==> config.mk <==
export PLATFORM = sky130hd
export DESIGN_NAME = button_box_report_mapper_top_flat
export DESIGN_NICKNAME = d
export VERILOG_FILES = /design/src/design/bbrm_pkg.sv /design/src/design/bbrm_ifs.sv /design/src/design/bbrm_lockout.sv /design/src/design/bbrm_mapper.sv /design/src/design/button_box_report_mapper_top.sv /design/src/flat_wrapper.sv
export SDC_FILE = /design/constraint.sdc
export NUM_CORES = 1
export LEC_CHECK = 0
export ABC_AREA = 1
export BUFFER_PORTS_ARGS = -buffer_cell sky130_fd_sc_hd__buf_2
export CAP_MARGIN = 15
export CORE_ASPECT_RATIO = 1.1
export CORE_MARGIN = 2
export CORE_UTILIZATION = 25
export DETAILED_ROUTE_END_ITERATION = 6
export GPL_ROUTABILITY_DRIVEN = 0
export PLACE_DENSITY = 0.5
export SYNTH_ARGS = -nofsm -noshare
export SYNTH_HDL_FRONTEND = slang
export SYNTH_SLANG_ARGS = --single-unit
==> constraint.sdc <==
create_clock -name clk -period 7.75 [get_ports clk]
set_clock_uncertainty 0.1 [all_clocks]
set_input_delay 1.1625 -clock clk [delete_from_list [all_inputs] [get_ports clk]]
set_output_delay 1.1625 -clock clk [all_outputs]
set_load 0.01 [all_outputs]
==> src/design/bbrm_pkg.sv <==
// Package for the button box report mapper.
// Holds the request and report types, register indexes and fixed levels.
// Depends on nothing; every other file uses it by scoped names.
`timescale 1ns / 1ps

package bbrm_pkg;

    localparam int CFG_INDEX_W = 1;
    localparam int CFG_DATA_W  = 1;

    localparam logic [CFG_INDEX_W-1:0] CFG_BAN_PARASOL_DASH = 1'd0;
    localparam logic [CFG_INDEX_W-1:0] CFG_BAN_SLIGHT_SIDE  = 1'd1;

    localparam int DIR_LEFT  = 0;
    localparam int DIR_RIGHT = 1;
    localparam int DIR_UP    = 2;
    localparam int DIR_DOWN  = 3;

    localparam logic [7:0] AXIS_CENTRE   = 8'd128;
    localparam logic [7:0] TRIGGER_FULL  = 8'd140;
    localparam logic [7:0] TRIGGER_MID   = 8'd94;
    localparam logic [7:0] TRIGGER_LIGHT = 8'd49;
    localparam logic [7:0] TRIGGER_OFF   = 8'd0;

    typedef struct packed {
        logic [3:0] directions;
        logic [3:0] c_buttons;
        logic [3:0] modifiers;
        logic [1:0] shoulders;
        logic [5:0] face_buttons;
    } snap_t;

    typedef struct packed {
        logic [7:0] stick_x;
        logic [7:0] stick_y;
        logic [7:0] cstick_x;
        logic [7:0] cstick_y;
        logic [3:0] dpad;
        logic [7:0] trigger_left;
        logic [7:0] trigger_right;
        logic [7:0] report_buttons;
    } report_t;

    typedef struct packed {
        logic ban_parasol_dash;
        logic ban_slight_side;
    } cfg_t;

    // Axis value is the centre plus an offset, optionally mirrored about zero modulo 256.
    function automatic logic [7:0] axis_value(input logic signed [7:0] offset,
                                              input logic mirror);
        logic [7:0] v;
        v = AXIS_CENTRE + offset;
        return mirror ? 8'(8'd0 - v) : v;
    endfunction

endpackage

==> src/design/bbrm_ifs.sv <==
// Request and report channel interfaces for the button box report mapper.
// Each carries valid, ready and a payload struct from bbrm_pkg.
`timescale 1ns / 1ps

interface bbrm_snap_if;
    logic           valid;
    logic           ready;
    bbrm_pkg::snap_t data;

    modport source (output valid, output data, input ready);
    modport sink   (input valid, input data, output ready);
endinterface

interface bbrm_report_if;
    logic              valid;
    logic              ready;
    bbrm_pkg::report_t data;

    modport source (output valid, output data, input ready);
    modport sink   (input valid, input data, output ready);
endinterface

==> src/design/bbrm_lockout.sv <==
// Opposing-direction lockout state for the button box report mapper.
// Keeps the previous directions and lockout flags; uses bbrm_pkg.
`timescale 1ns / 1ps

module bbrm_lockout (
    input  logic       clk,
    input  logic       rst_n,
    input  logic       update,
    input  logic [3:0] directions,
    output logic [3:0] active
);

    logic [3:0] prior_reg;
    logic [3:0] prior_next;
    logic [3:0] locked_reg;
    logic [3:0] locked_next;

    localparam int L = bbrm_pkg::DIR_LEFT;
    localparam int R = bbrm_pkg::DIR_RIGHT;
    localparam int U = bbrm_pkg::DIR_UP;
    localparam int D = bbrm_pkg::DIR_DOWN;

    always_comb
    begin
        logic both_h;
        logic both_v;
        logic [3:0] lock;
        both_h = directions[L] && directions[R];
        both_v = directions[U] && directions[D];
        lock = locked_reg;
        lock[L] = lock[L] | (prior_reg[L] && both_h && !prior_reg[R]);
        lock[R] = lock[R] | (prior_reg[R] && both_h && !prior_reg[L]);
        lock[U] = lock[U] | (prior_reg[U] && both_v && !prior_reg[D]);
        lock[D] = lock[D] | (prior_reg[D] && both_v && !prior_reg[U]);
        locked_next = lock & directions;
        prior_next = directions;
        active = directions & ~locked_next;
    end

    always_ff @(posedge clk or negedge rst_n)
    begin
        if (!rst_n)
        begin
            prior_reg  <= 4'd0;
            locked_reg <= 4'd0;
        end
        else if (update)
        begin
            prior_reg  <= prior_next;
            locked_reg <= locked_next;
        end
    end

endmodule

==> src/design/bbrm_mapper.sv <==
// Coordinate table and report assembly for the button box report mapper.
// Purely combinational; uses the types and axis function of bbrm_pkg.
`timescale 1ns / 1ps

module bbrm_mapper (
    input  logic              [3:0] active,
    input  bbrm_pkg::snap_t         snap,
    input  bbrm_pkg::cfg_t          cfg,
    output bbrm_pkg::report_t       report
);

    always_comb
    begin
        logic left, right, up, down;
        logic vertical, horizontal;
        logic c_l, c_r, c_u, c_d;
        logic mx, my, ms, ls, sl, sr, bb;
        logic cv, ch;
        logic signed [7:0] dx, dy, cdx, cdy;

        left  = active[bbrm_pkg::DIR_LEFT];
        right = active[bbrm_pkg::DIR_RIGHT];
        up    = active[bbrm_pkg::DIR_UP];
        down  = active[bbrm_pkg::DIR_DOWN];
        c_l = snap.c_buttons[0];
        c_r = snap.c_buttons[1];
        c_u = snap.c_buttons[2];
        c_d = snap.c_buttons[3];
        mx = snap.modifiers[0];
        my = snap.modifiers[1];
        ms = snap.modifiers[2];
        ls = snap.modifiers[3];
        sl = snap.shoulders[0];
        sr = snap.shoulders[1];
        bb = snap.face_buttons[1];
        vertical   = up || down;
        horizontal = left || right;

        dx = 8'sd0;
        dy = 8'sd0;
        if (vertical && horizontal)
        begin
            if (sl || sr)
            begin
                if (mx == my)
                begin
                    dx = 8'sd56;
                    dy = up ? 8'sd56 : 8'sd55;
                end
                else if (mx)                            begin dx = 8'sd51; dy = 8'sd30; end
                else if (cfg.ban_parasol_dash && up)    begin dx = 8'sd70; dy = 8'sd38; end
                else                                    begin dx = 8'sd68; dy = 8'sd40; end
            end
            else if (bb && mx != my)
            begin
                if (mx)
                begin
                    if (c_d)      begin dx = 8'sd73; dy = 8'sd36; end
                    else if (c_l) begin dx = 8'sd68; dy = 8'sd42; end
                    else if (c_u) begin dx = 8'sd59; dy = 8'sd43; end
                    else if (c_r) begin dx = 8'sd51; dy = 8'sd43; end
                    else          begin dx = 8'sd73; dy = 8'sd31; end
                end
                else
                begin
                    if (c_d)      begin dx = 8'sd36; dy = 8'sd70; end
                    else if (c_l) begin dx = 8'sd42; dy = 8'sd68; end
                    else if (c_u) begin dx = 8'sd47; dy = 8'sd64; end
                    else if (c_r) begin dx = 8'sd47; dy = 8'sd57; end
                    else          begin dx = 8'sd31; dy = 8'sd73; end
                end
            end
            else if (mx != my)
            begin
                if (mx)
                begin
                    if (c_d)      begin dx = 8'sd56; dy = 8'sd29; end
                    else if (c_l) begin dx = 8'sd63; dy = 8'sd39; end
                    else if (c_u) begin dx = 8'sd56; dy = 8'sd41; end
                    else if (c_r) begin dx = 8'sd49; dy = 8'sd42; end
                    else          begin dx = 8'sd59; dy = 8'sd25; end
                end
                else
                begin
                    if (c_d)      begin dx = 8'sd29; dy = 8'sd56; end
                    else if (c_l) begin dx = 8'sd39; dy = 8'sd63; end
                    else if (c_u) begin dx = 8'sd41; dy = 8'sd56; end
                    else if (c_r) begin dx = 8'sd51; dy = 8'sd61; end
                    else          begin dx = 8'sd25; dy = 8'sd59; end
                end
            end
            else
            begin
                dx = 8'sd56;
                dy = 8'sd56;
            end
        end
        else if (horizontal)
        begin
            if (mx == my)
                dx = 8'sd80;
            else if (mx)
                dx = (left && right) ? 8'sd80 : 8'sd53;
            else
                dx = ((cfg.ban_slight_side && bb) || (left && right)) ? 8'sd80 : 8'sd27;
        end
        else if (vertical)
        begin
            if (mx == my)
                dy = 8'sd80;
            else if (mx)
                dy = 8'sd43;
            else
                dy = 8'sd59;
        end

        cv = c_u != c_d;
        ch = c_l != c_r;
        cdx = 8'sd0;
        cdy = 8'sd0;
        if (mx && my)
        begin
            cdx = 8'sd0;
            cdy = 8'sd0;
        end
        else if (cv && ch)
        begin
            cdx = 8'sd42;
            cdy = 8'sd68;
        end
        else if (ch)
        begin
            if (mx)
            begin
                cdx = 8'sd67;
                cdy = up ? 8'sd25 : -8'sd25;
            end
            else
            begin
                cdx = 8'sd80;
                cdy = 8'sd0;
            end
        end
        else if (cv)
        begin
            cdy = 8'sd80;
        end

        report.stick_x  = bbrm_pkg::axis_value(dx, horizontal && !right);
        report.stick_y  = bbrm_pkg::axis_value(dy, vertical && !up);
        report.cstick_x = bbrm_pkg::axis_value(cdx, ch && c_l);
        report.cstick_y = bbrm_pkg::axis_value(cdy, cv && c_d);
        report.dpad     = (mx && my) ? {c_r, c_u, c_l, c_d} : 4'd0;
        report.trigger_left  = sl ? bbrm_pkg::TRIGGER_FULL :
                               ms ? bbrm_pkg::TRIGGER_MID :
                               ls ? bbrm_pkg::TRIGGER_LIGHT : bbrm_pkg::TRIGGER_OFF;
        report.trigger_right = sr ? bbrm_pkg::TRIGGER_FULL : bbrm_pkg::TRIGGER_OFF;
        report.report_buttons = {snap.face_buttons[5], sr, sl, snap.face_buttons[4:0]};
    end

endmodule

==> src/design/button_box_report_mapper_top.sv <==
// Top level of the button box report mapper.
// Instantiates bbrm_lockout and bbrm_mapper; uses bbrm_pkg and bbrm_ifs.
//
// Usage. Each request on snapshot carries one polling snapshot of the
// buttons; each report on report carries the controller report for it.
// Both channels move a request when valid and ready are high together.
// A request lands in an input register; the table is evaluated from it
// combinationally, and when the output can advance the lockout flags are
// updated and the report is loaded into the output register. One request
// is taken every cycle while the receiver keeps up.
// The two register stages form a pipeline: when the receiver stalls, the
// report holds and the input register still takes one more request before
// ready falls. The configuration port writes a register at any edge with
// cfg_wr_en high; it is meant to be used while the block is idle.
// Reset clears both stages, the lockout history, and sets both ban
// registers to one.
`timescale 1ns / 1ps

module button_box_report_mapper_top (
    input  logic                                clk,
    input  logic                                rst_n,
    bbrm_snap_if.sink                           snapshot,
    bbrm_report_if.source                       report,
    input  logic                                cfg_wr_en,
    input  logic [bbrm_pkg::CFG_INDEX_W-1:0]    cfg_index,
    input  logic [bbrm_pkg::CFG_DATA_W-1:0]     cfg_wdata
);

    logic              in_valid_reg;
    bbrm_pkg::snap_t   in_data_reg;
    logic              out_valid_reg;
    bbrm_pkg::report_t out_data_reg;
    bbrm_pkg::report_t out_data_next;
    bbrm_pkg::cfg_t    cfg_reg;
    logic [3:0]        active;
    logic              pipe_adv;

    assign pipe_adv       = !out_valid_reg || report.ready;
    assign snapshot.ready = !in_valid_reg || pipe_adv;
    assign report.valid   = out_valid_reg;
    assign report.data    = out_data_reg;

    always_ff @(posedge clk or negedge rst_n)
    begin
        if (!rst_n)
        begin
            cfg_reg.ban_parasol_dash <= 1'b1;
            cfg_reg.ban_slight_side  <= 1'b1;
        end
        else if (cfg_wr_en)
        begin
            case (cfg_index)
                bbrm_pkg::CFG_BAN_PARASOL_DASH: cfg_reg.ban_parasol_dash <= cfg_wdata[0];
                bbrm_pkg::CFG_BAN_SLIGHT_SIDE:  cfg_reg.ban_slight_side  <= cfg_wdata[0];
                default: ;
            endcase
        end
    end

    always_ff @(posedge clk or negedge rst_n)
    begin
        if (!rst_n)
        begin
            in_valid_reg  <= 1'b0;
            out_valid_reg <= 1'b0;
        end
        else
        begin
            if (snapshot.ready)
                in_valid_reg <= snapshot.valid;
            if (pipe_adv)
                out_valid_reg <= in_valid_reg;
        end
    end

    always_ff @(posedge clk)
    begin
        if (snapshot.valid && snapshot.ready)
            in_data_reg <= snapshot.data;
        if (pipe_adv && in_valid_reg)
            out_data_reg <= out_data_next;
    end

    bbrm_lockout u_lockout (
        .clk        (clk),
        .rst_n      (rst_n),
        .update     (pipe_adv && in_valid_reg),
        .directions (in_data_reg.directions),
        .active     (active)
    );

    bbrm_mapper u_mapper (
        .active (active),
        .snap   (in_data_reg),
        .cfg    (cfg_reg),
        .report (out_data_next)
    );

`ifndef SYNTH
    a_advance_loads: assert property (@(posedge clk) disable iff (!rst_n)
        (pipe_adv && in_valid_reg) |=> out_valid_reg)
        else $error("Advancing request did not reach the output register.");

    a_input_held: assert property (@(posedge clk) disable iff (!rst_n)
        (in_valid_reg && !pipe_adv) |=> (in_valid_reg && $stable(in_data_reg)))
        else $error("Held request in the input register was overwritten.");

    a_trigger_right: assert property (@(posedge clk) disable iff (!rst_n)
        out_valid_reg |-> ((out_data_reg.trigger_right != 8'd0)
                           == out_data_reg.report_buttons[6]))
        else $error("Right trigger level disagrees with the R button bit.");
`endif

endmodule
==> src/flat_wrapper.sv <==
// flat-port wrapper written by rule: the top's interface ports become plain ports
module button_box_report_mapper_top_flat 
  (clk, rst_n, cfg_wr_en, cfg_index, cfg_wdata, snapshot_valid, snapshot_data, snapshot_ready, report_valid, report_data, report_ready);
  bbrm_snap_if snapshot_i ();
  bbrm_report_if report_i ();
  input  logic clk;
  input  logic rst_n;
  input  logic cfg_wr_en;
  input  logic [bbrm_pkg::CFG_INDEX_W-1:0] cfg_index;
  input  logic [bbrm_pkg::CFG_DATA_W-1:0] cfg_wdata;
  input wire logic [$bits(snapshot_i.valid)-1:0] snapshot_valid;
  input wire logic [$bits(snapshot_i.data)-1:0] snapshot_data;
  output wire logic [$bits(snapshot_i.ready)-1:0] snapshot_ready;
  output wire logic [$bits(report_i.valid)-1:0] report_valid;
  output wire logic [$bits(report_i.data)-1:0] report_data;
  input wire logic [$bits(report_i.ready)-1:0] report_ready;
  assign snapshot_i.valid = snapshot_valid;
  assign snapshot_i.data = snapshot_data;
  assign snapshot_ready = snapshot_i.ready;
  assign report_valid = report_i.valid;
  assign report_data = report_i.data;
  assign report_i.ready = report_ready;
  button_box_report_mapper_top u_core (.clk(clk), .rst_n(rst_n), .snapshot(snapshot_i), .report(report_i), .cfg_wr_en(cfg_wr_en), .cfg_index(cfg_index), .cfg_wdata(cfg_wdata));
endmodule
* Yosys cells after proc, flatten, opt, wreduce, memory -nomap -nowiden *
Index checks and enable logic that the tools add are counted.
Widths: inputs -> output; s select.

operators by class
  mux-type cells = 77
  add/sub/neg operators = 8
  eq/ne operators = 4
  bitwise operators = 8
  reduce and logical (&&, ||, !) cells = 40

operators by type and width
  operator             number
  $mux 8               22
  $mux 7               23
  $mux 6               19
  $add 8x8->8 const A  4
  $sub 1x8->8 const A  4
  $mux 4               6
  $logic_and 1x1->1    23
  $mux 3               4
  $mux 5               2
  $and 4x4->4          2
  $logic_not 1->1      8
  $logic_or 1x1->1     6
  $not 4->4            1
  $or 1x1->1           4
  $reduce_and 2->1     2
  $ne 1x1->1           3
  $mux 2               1
  $reduce_or 2->1      1
  $eq 1x1->1           1
  $not 1->1            1

storage, ports and cells
  logic and storage cells = 157
  bits in registers = 92
  output and inout port bits = 62

* Logic depth before layout (Yosys ltp) *
  depth after elaboration = 17
  depth in mapped cells = 22
  gate-level depth less buffers = 19

* By module *
Synthesis repeated with hierarchy kept, for this count alone.

second synthesis, totals
  cells, all modules = 516
  area, all modules = 4764.6 um^2

by module, submodules not included
  module                        instances  area an instance (um^2)  cells each
  button_box_report_mapper_top  1          2586.2                   103
  bbrm_mapper                   1          1724.2                   348
  bbrm_lockout                  1          454.2                    65

* Least setup slack after synthesis *
Ideal clock, no wire load.

  path type = input port to flip-flop
  start = input port report_ready
  end = register u_core.u_lockout.locked_reg[3]
  stages on the path = 9
  buffers on the path = 1
  arrival = 3.319 ns
  setup slack = 4.267 ns
  library setup time = 0.064 ns
  path through = inv_1 > nand2_1 > nand2_1 > inv_1 > clkbuf_1 > nand2_1 > o21ai_0 > nand2_1 > inv_1

between the ends
  word-level cells in the longest chain between the ends = 2

ends and longest elaborated chain
  item                               line                                text
  start, declared                    flat_wrapper.sv:16                  input wire logic [$bits(report_i.ready)-1:0] report_ready;
  $logic_or 1x1->1                   button_box_report_mapper_top.sv:38  assign pipe_adv = !out_valid_reg || report.ready;
  $logic_and 1x1->1                  button_box_report_mapper_top.sv:87  .update (pipe_adv && in_valid_reg),
  named net u_core.u_lockout.update  bbrm_lockout.sv:8                   input logic update,
  end signal, assigned               bbrm_lockout.sv:50                  locked_reg <= locked_next;
  end, declared                      bbrm_lockout.sv:15                  logic [3:0] locked_reg;

The timed path passes the listed nets, and every way through them passes these cells.
A chain may end at the register's enable or synchronous reset.

==> flow_metrics.tcl <==
set metrics [dict create \
    outcome "completed" \
    cts_buffers 9 \
    fmax_mhz 281 \
    nNetsFinal 585 \
    syn_to_final_growth_pct 20.8 \
    final_util 0.310 \
    slew_headroom 0.457 \
    timing.setup.tns_ns 0 \
    setup_viol_count_final 0 \
    num-fill-cells 1708 \
    critical_path_required_ns 7.74 \
    cp_slowest_cell "edfxtp_1" \
    cp_cell_sequence "inv_1, ha_1, inv_4, nand2_2, nor2_1, a21oi_1, a21oi_1, nand2_1, o21ai_0, inv_1, ha_1, nand3_1, nand2_1, nand2_1, nand2_1, nand2_1, inv_1" \
    n_antenna_cell 0 \
    antenna_found_initial 1 \
    cts_setup_buffers 0 \
    drc_errors 0 \
    rsz0062_at_grt "no" \
    drtPass1Iterations 6 \
    largest_register_ffs 48 \
    synthCells 467 \
    grt_pass1_vias 3103 \
    slew_violations 0 \
    cts_resized 0 \
    worst_setup_path_start_kind "flop" \
    drive_above_1_share 0.217 \
    critPathCaptureType "flop" \
    hold_viol 0 \
    wire_per_inst_um 12.1 \
    synthDistinctLibCells 34 \
    yosysSeqAreaShare 0.558 \
    ys_warn_count 0 \
    cpPeakStageDelay_ns 0.78 \
    clock_tree.root_cell "clkbuf_16" \
    hold_class "reg2reg" \
    path_clk_slew_ns 0.06 \
    initial_core_util 0.257 \
    clock_sinks 80 \
    synth-async-reset-ratio 0.150 \
    synthFlopType "edfxtp_1" \
    irDropWorstVdd_mv 0.0786 \
    grt_max_degree 59 \
    coreArea_um2 16400 \
    tightest_slew_ns 0.813 \
    holdWs_ns 0.320 \
    leakage_nw 2.40 \
    multi_input_area_um2 1480 \
    overflow 0 \
    grt_pass1_wl_um 15200 \
    syn_area_per_cell_um2 8.99 \
    fp-row-count 49 \
    period_needed_ns 3.55 \
    crit_type "reg2reg" \
    critPathMostFrequentCell "nand2_1" \
    tritoncts "yes" \
    port_buffers 83 \
    crit_family "flip-flops" \
    dp_hpwl_um 6780 \
    track_usage 0.108 \
    drt-total-wl_um 9190 \
    htreeDepth 3 \
    pin_count 89 \
    maxCapViolations 0 \
    clock_latency_ns 0.34 \
    postRouteAntennaNets 0 \
    die_w_um 128 \
    syn-cell-area_um2 4200 \
    vias 3318 \
    die_area_um2 17900 \
    hold_buffers 0 \
    pwr_density_cell_nw_per_um2 250 \
    finalCritPeriodShare 0.458 \
    critPathArrivalTime_ns 3.55 \
    clock_path_buffers 2 \
    cp_max_fo 21 \
    final-seq-area_um2 2340 \
    synth-seq-cells 80 \
    avgViaCountPerCell 4.38 \
    critPathBufInv 4 \
    synth-edff-count 68 \
    die_y_um 140 \
    drt_iter0_markers 196 \
]
[final timing paths]
check                                      start                     end  slack [ns]  cells after the start
hold / removal             u_core.in_data_reg[4]   u_core.report.data[4]        0.32                      0
setup reg to reg           u_core.in_data_reg[8]  u_core.report.data[50]        4.20                     17
min in group asynchronous                  rst_n     u_core.in_valid_reg        0.61                      1
hold reg to reg            u_core.in_data_reg[4]   u_core.report.data[4]        0.32                      0
setup / recovery           u_core.in_data_reg[8]  u_core.report.data[50]        4.20                     17
max in group asynchronous                  rst_n       u_core.cfg_reg[1]        6.66                      1
[metal layers]
layer,routed length [um],vias to the layer above,GRT usage,part of all wire
met5,0,-,0,0
met4,261,0,0.0602,0.028
met3,784,19,0.0313,0.085
met2,4170,142,0.165,0.45
met1,3970,1474,0.137,0.43
li1,-,1683,-,-
[worst register-to-register path, delay by kind of cell, from the launching register on]
kind / cells / cell delay (ns)
compound gates: 3 / 0.35
simple gates: 8 / 0.75
fa+ha+maj: 2 / 0.72
buf+inv: 4 / 0.60
flops: 1 / 0.78
[cells in the final DEF, fill, tap and decap left out, types with 9 or more instances in the layout]
master and instances:
ha_1 10, dfrtp_1 10, a21oi_1 17, nand2_1 128, edfxtp_1 68, nand3_1 39
clkbuf_16 9, o21ai_0 19, inv_1 63, buf_2 83, nor2_1 41
[logic make-up (layout without fill, tap and decap cells)]
family	Yosys count	in the layout	share of synthesized area
buffers and inverters	87	169	0.0918
AOI/OAI and AO/OA	49	49	0.0653
adders and majority gates	10	10	0.0298
other	1	5	0.000893
DFF	80	80	0.558
xor gates and xnor gates	7	7	0.0146
and+or+nand+nor	233	233	0.239
[synth_stat cells (3+ instances only)]
| cell type | number | share of area |
|---|---|---|
| xor2_1 | 5 | 0.010 |
| edfxtp_1 | 68 | 0.49 |
| o21ai_0 | 19 | 0.023 |
| dfrtp_1 | 10 | 0.060 |
| a21oi_1 | 17 | 0.020 |
| inv_2 | 3 | 0.0027 |
| nand3_1 | 39 | 0.046 |
| buf_4 | 13 | 0.023 |
| inv_1 | 64 | 0.057 |
| buf_2 | 4 | 0.0048 |
| ha_1 | 10 | 0.030 |
| nand2_2 | 5 | 0.0074 |
| o211ai_1 | 3 | 0.0054 |
| nand3b_1 | 3 | 0.0054 |
| a31oi_1 | 4 | 0.0060 |
| nand4_1 | 6 | 0.0089 |
| nor3_1 | 4 | 0.0048 |
| nand2_1 | 128 | 0.11 |
| nor2_1 | 41 | 0.037 |
[layout make-up]
class / instances / area share
flip-flops and latches: 80 / 0.462
multi-input cells: 304 / 0.292
repair buffers: 84 / 0.0858
inverters: 69 / 0.0520
well taps: 204 / 0.0503
clock buffers: 11 / 0.0459
clock inverters: 5 / 0.0113
[metrics by stage]
stage | total power [mW] | cells | cell area [um^2] | setup slack [ns]
after global routing | 1.35 | 757 | 5070 | 3.84
after floorplan | 0.777 | 471 | 4210 | 4.27
after CTS | 1.29 | 756 | 5050 | 4.25
after global placement | 0.862 | 740 | 4760 | 4.42
after detailed placement | 0.864 | 740 | 4760 | 4.28
final | 1.27 | 757 | 5070 | 4.20
[report_power, final]
group	total (mW)	internal, mW	switching [mW]
logic	0.285	0.0988	0.187
clock network	0.414	0.249	0.165
registers	0.570	0.545	0.0250
Power figures use the tool's default switching activity.
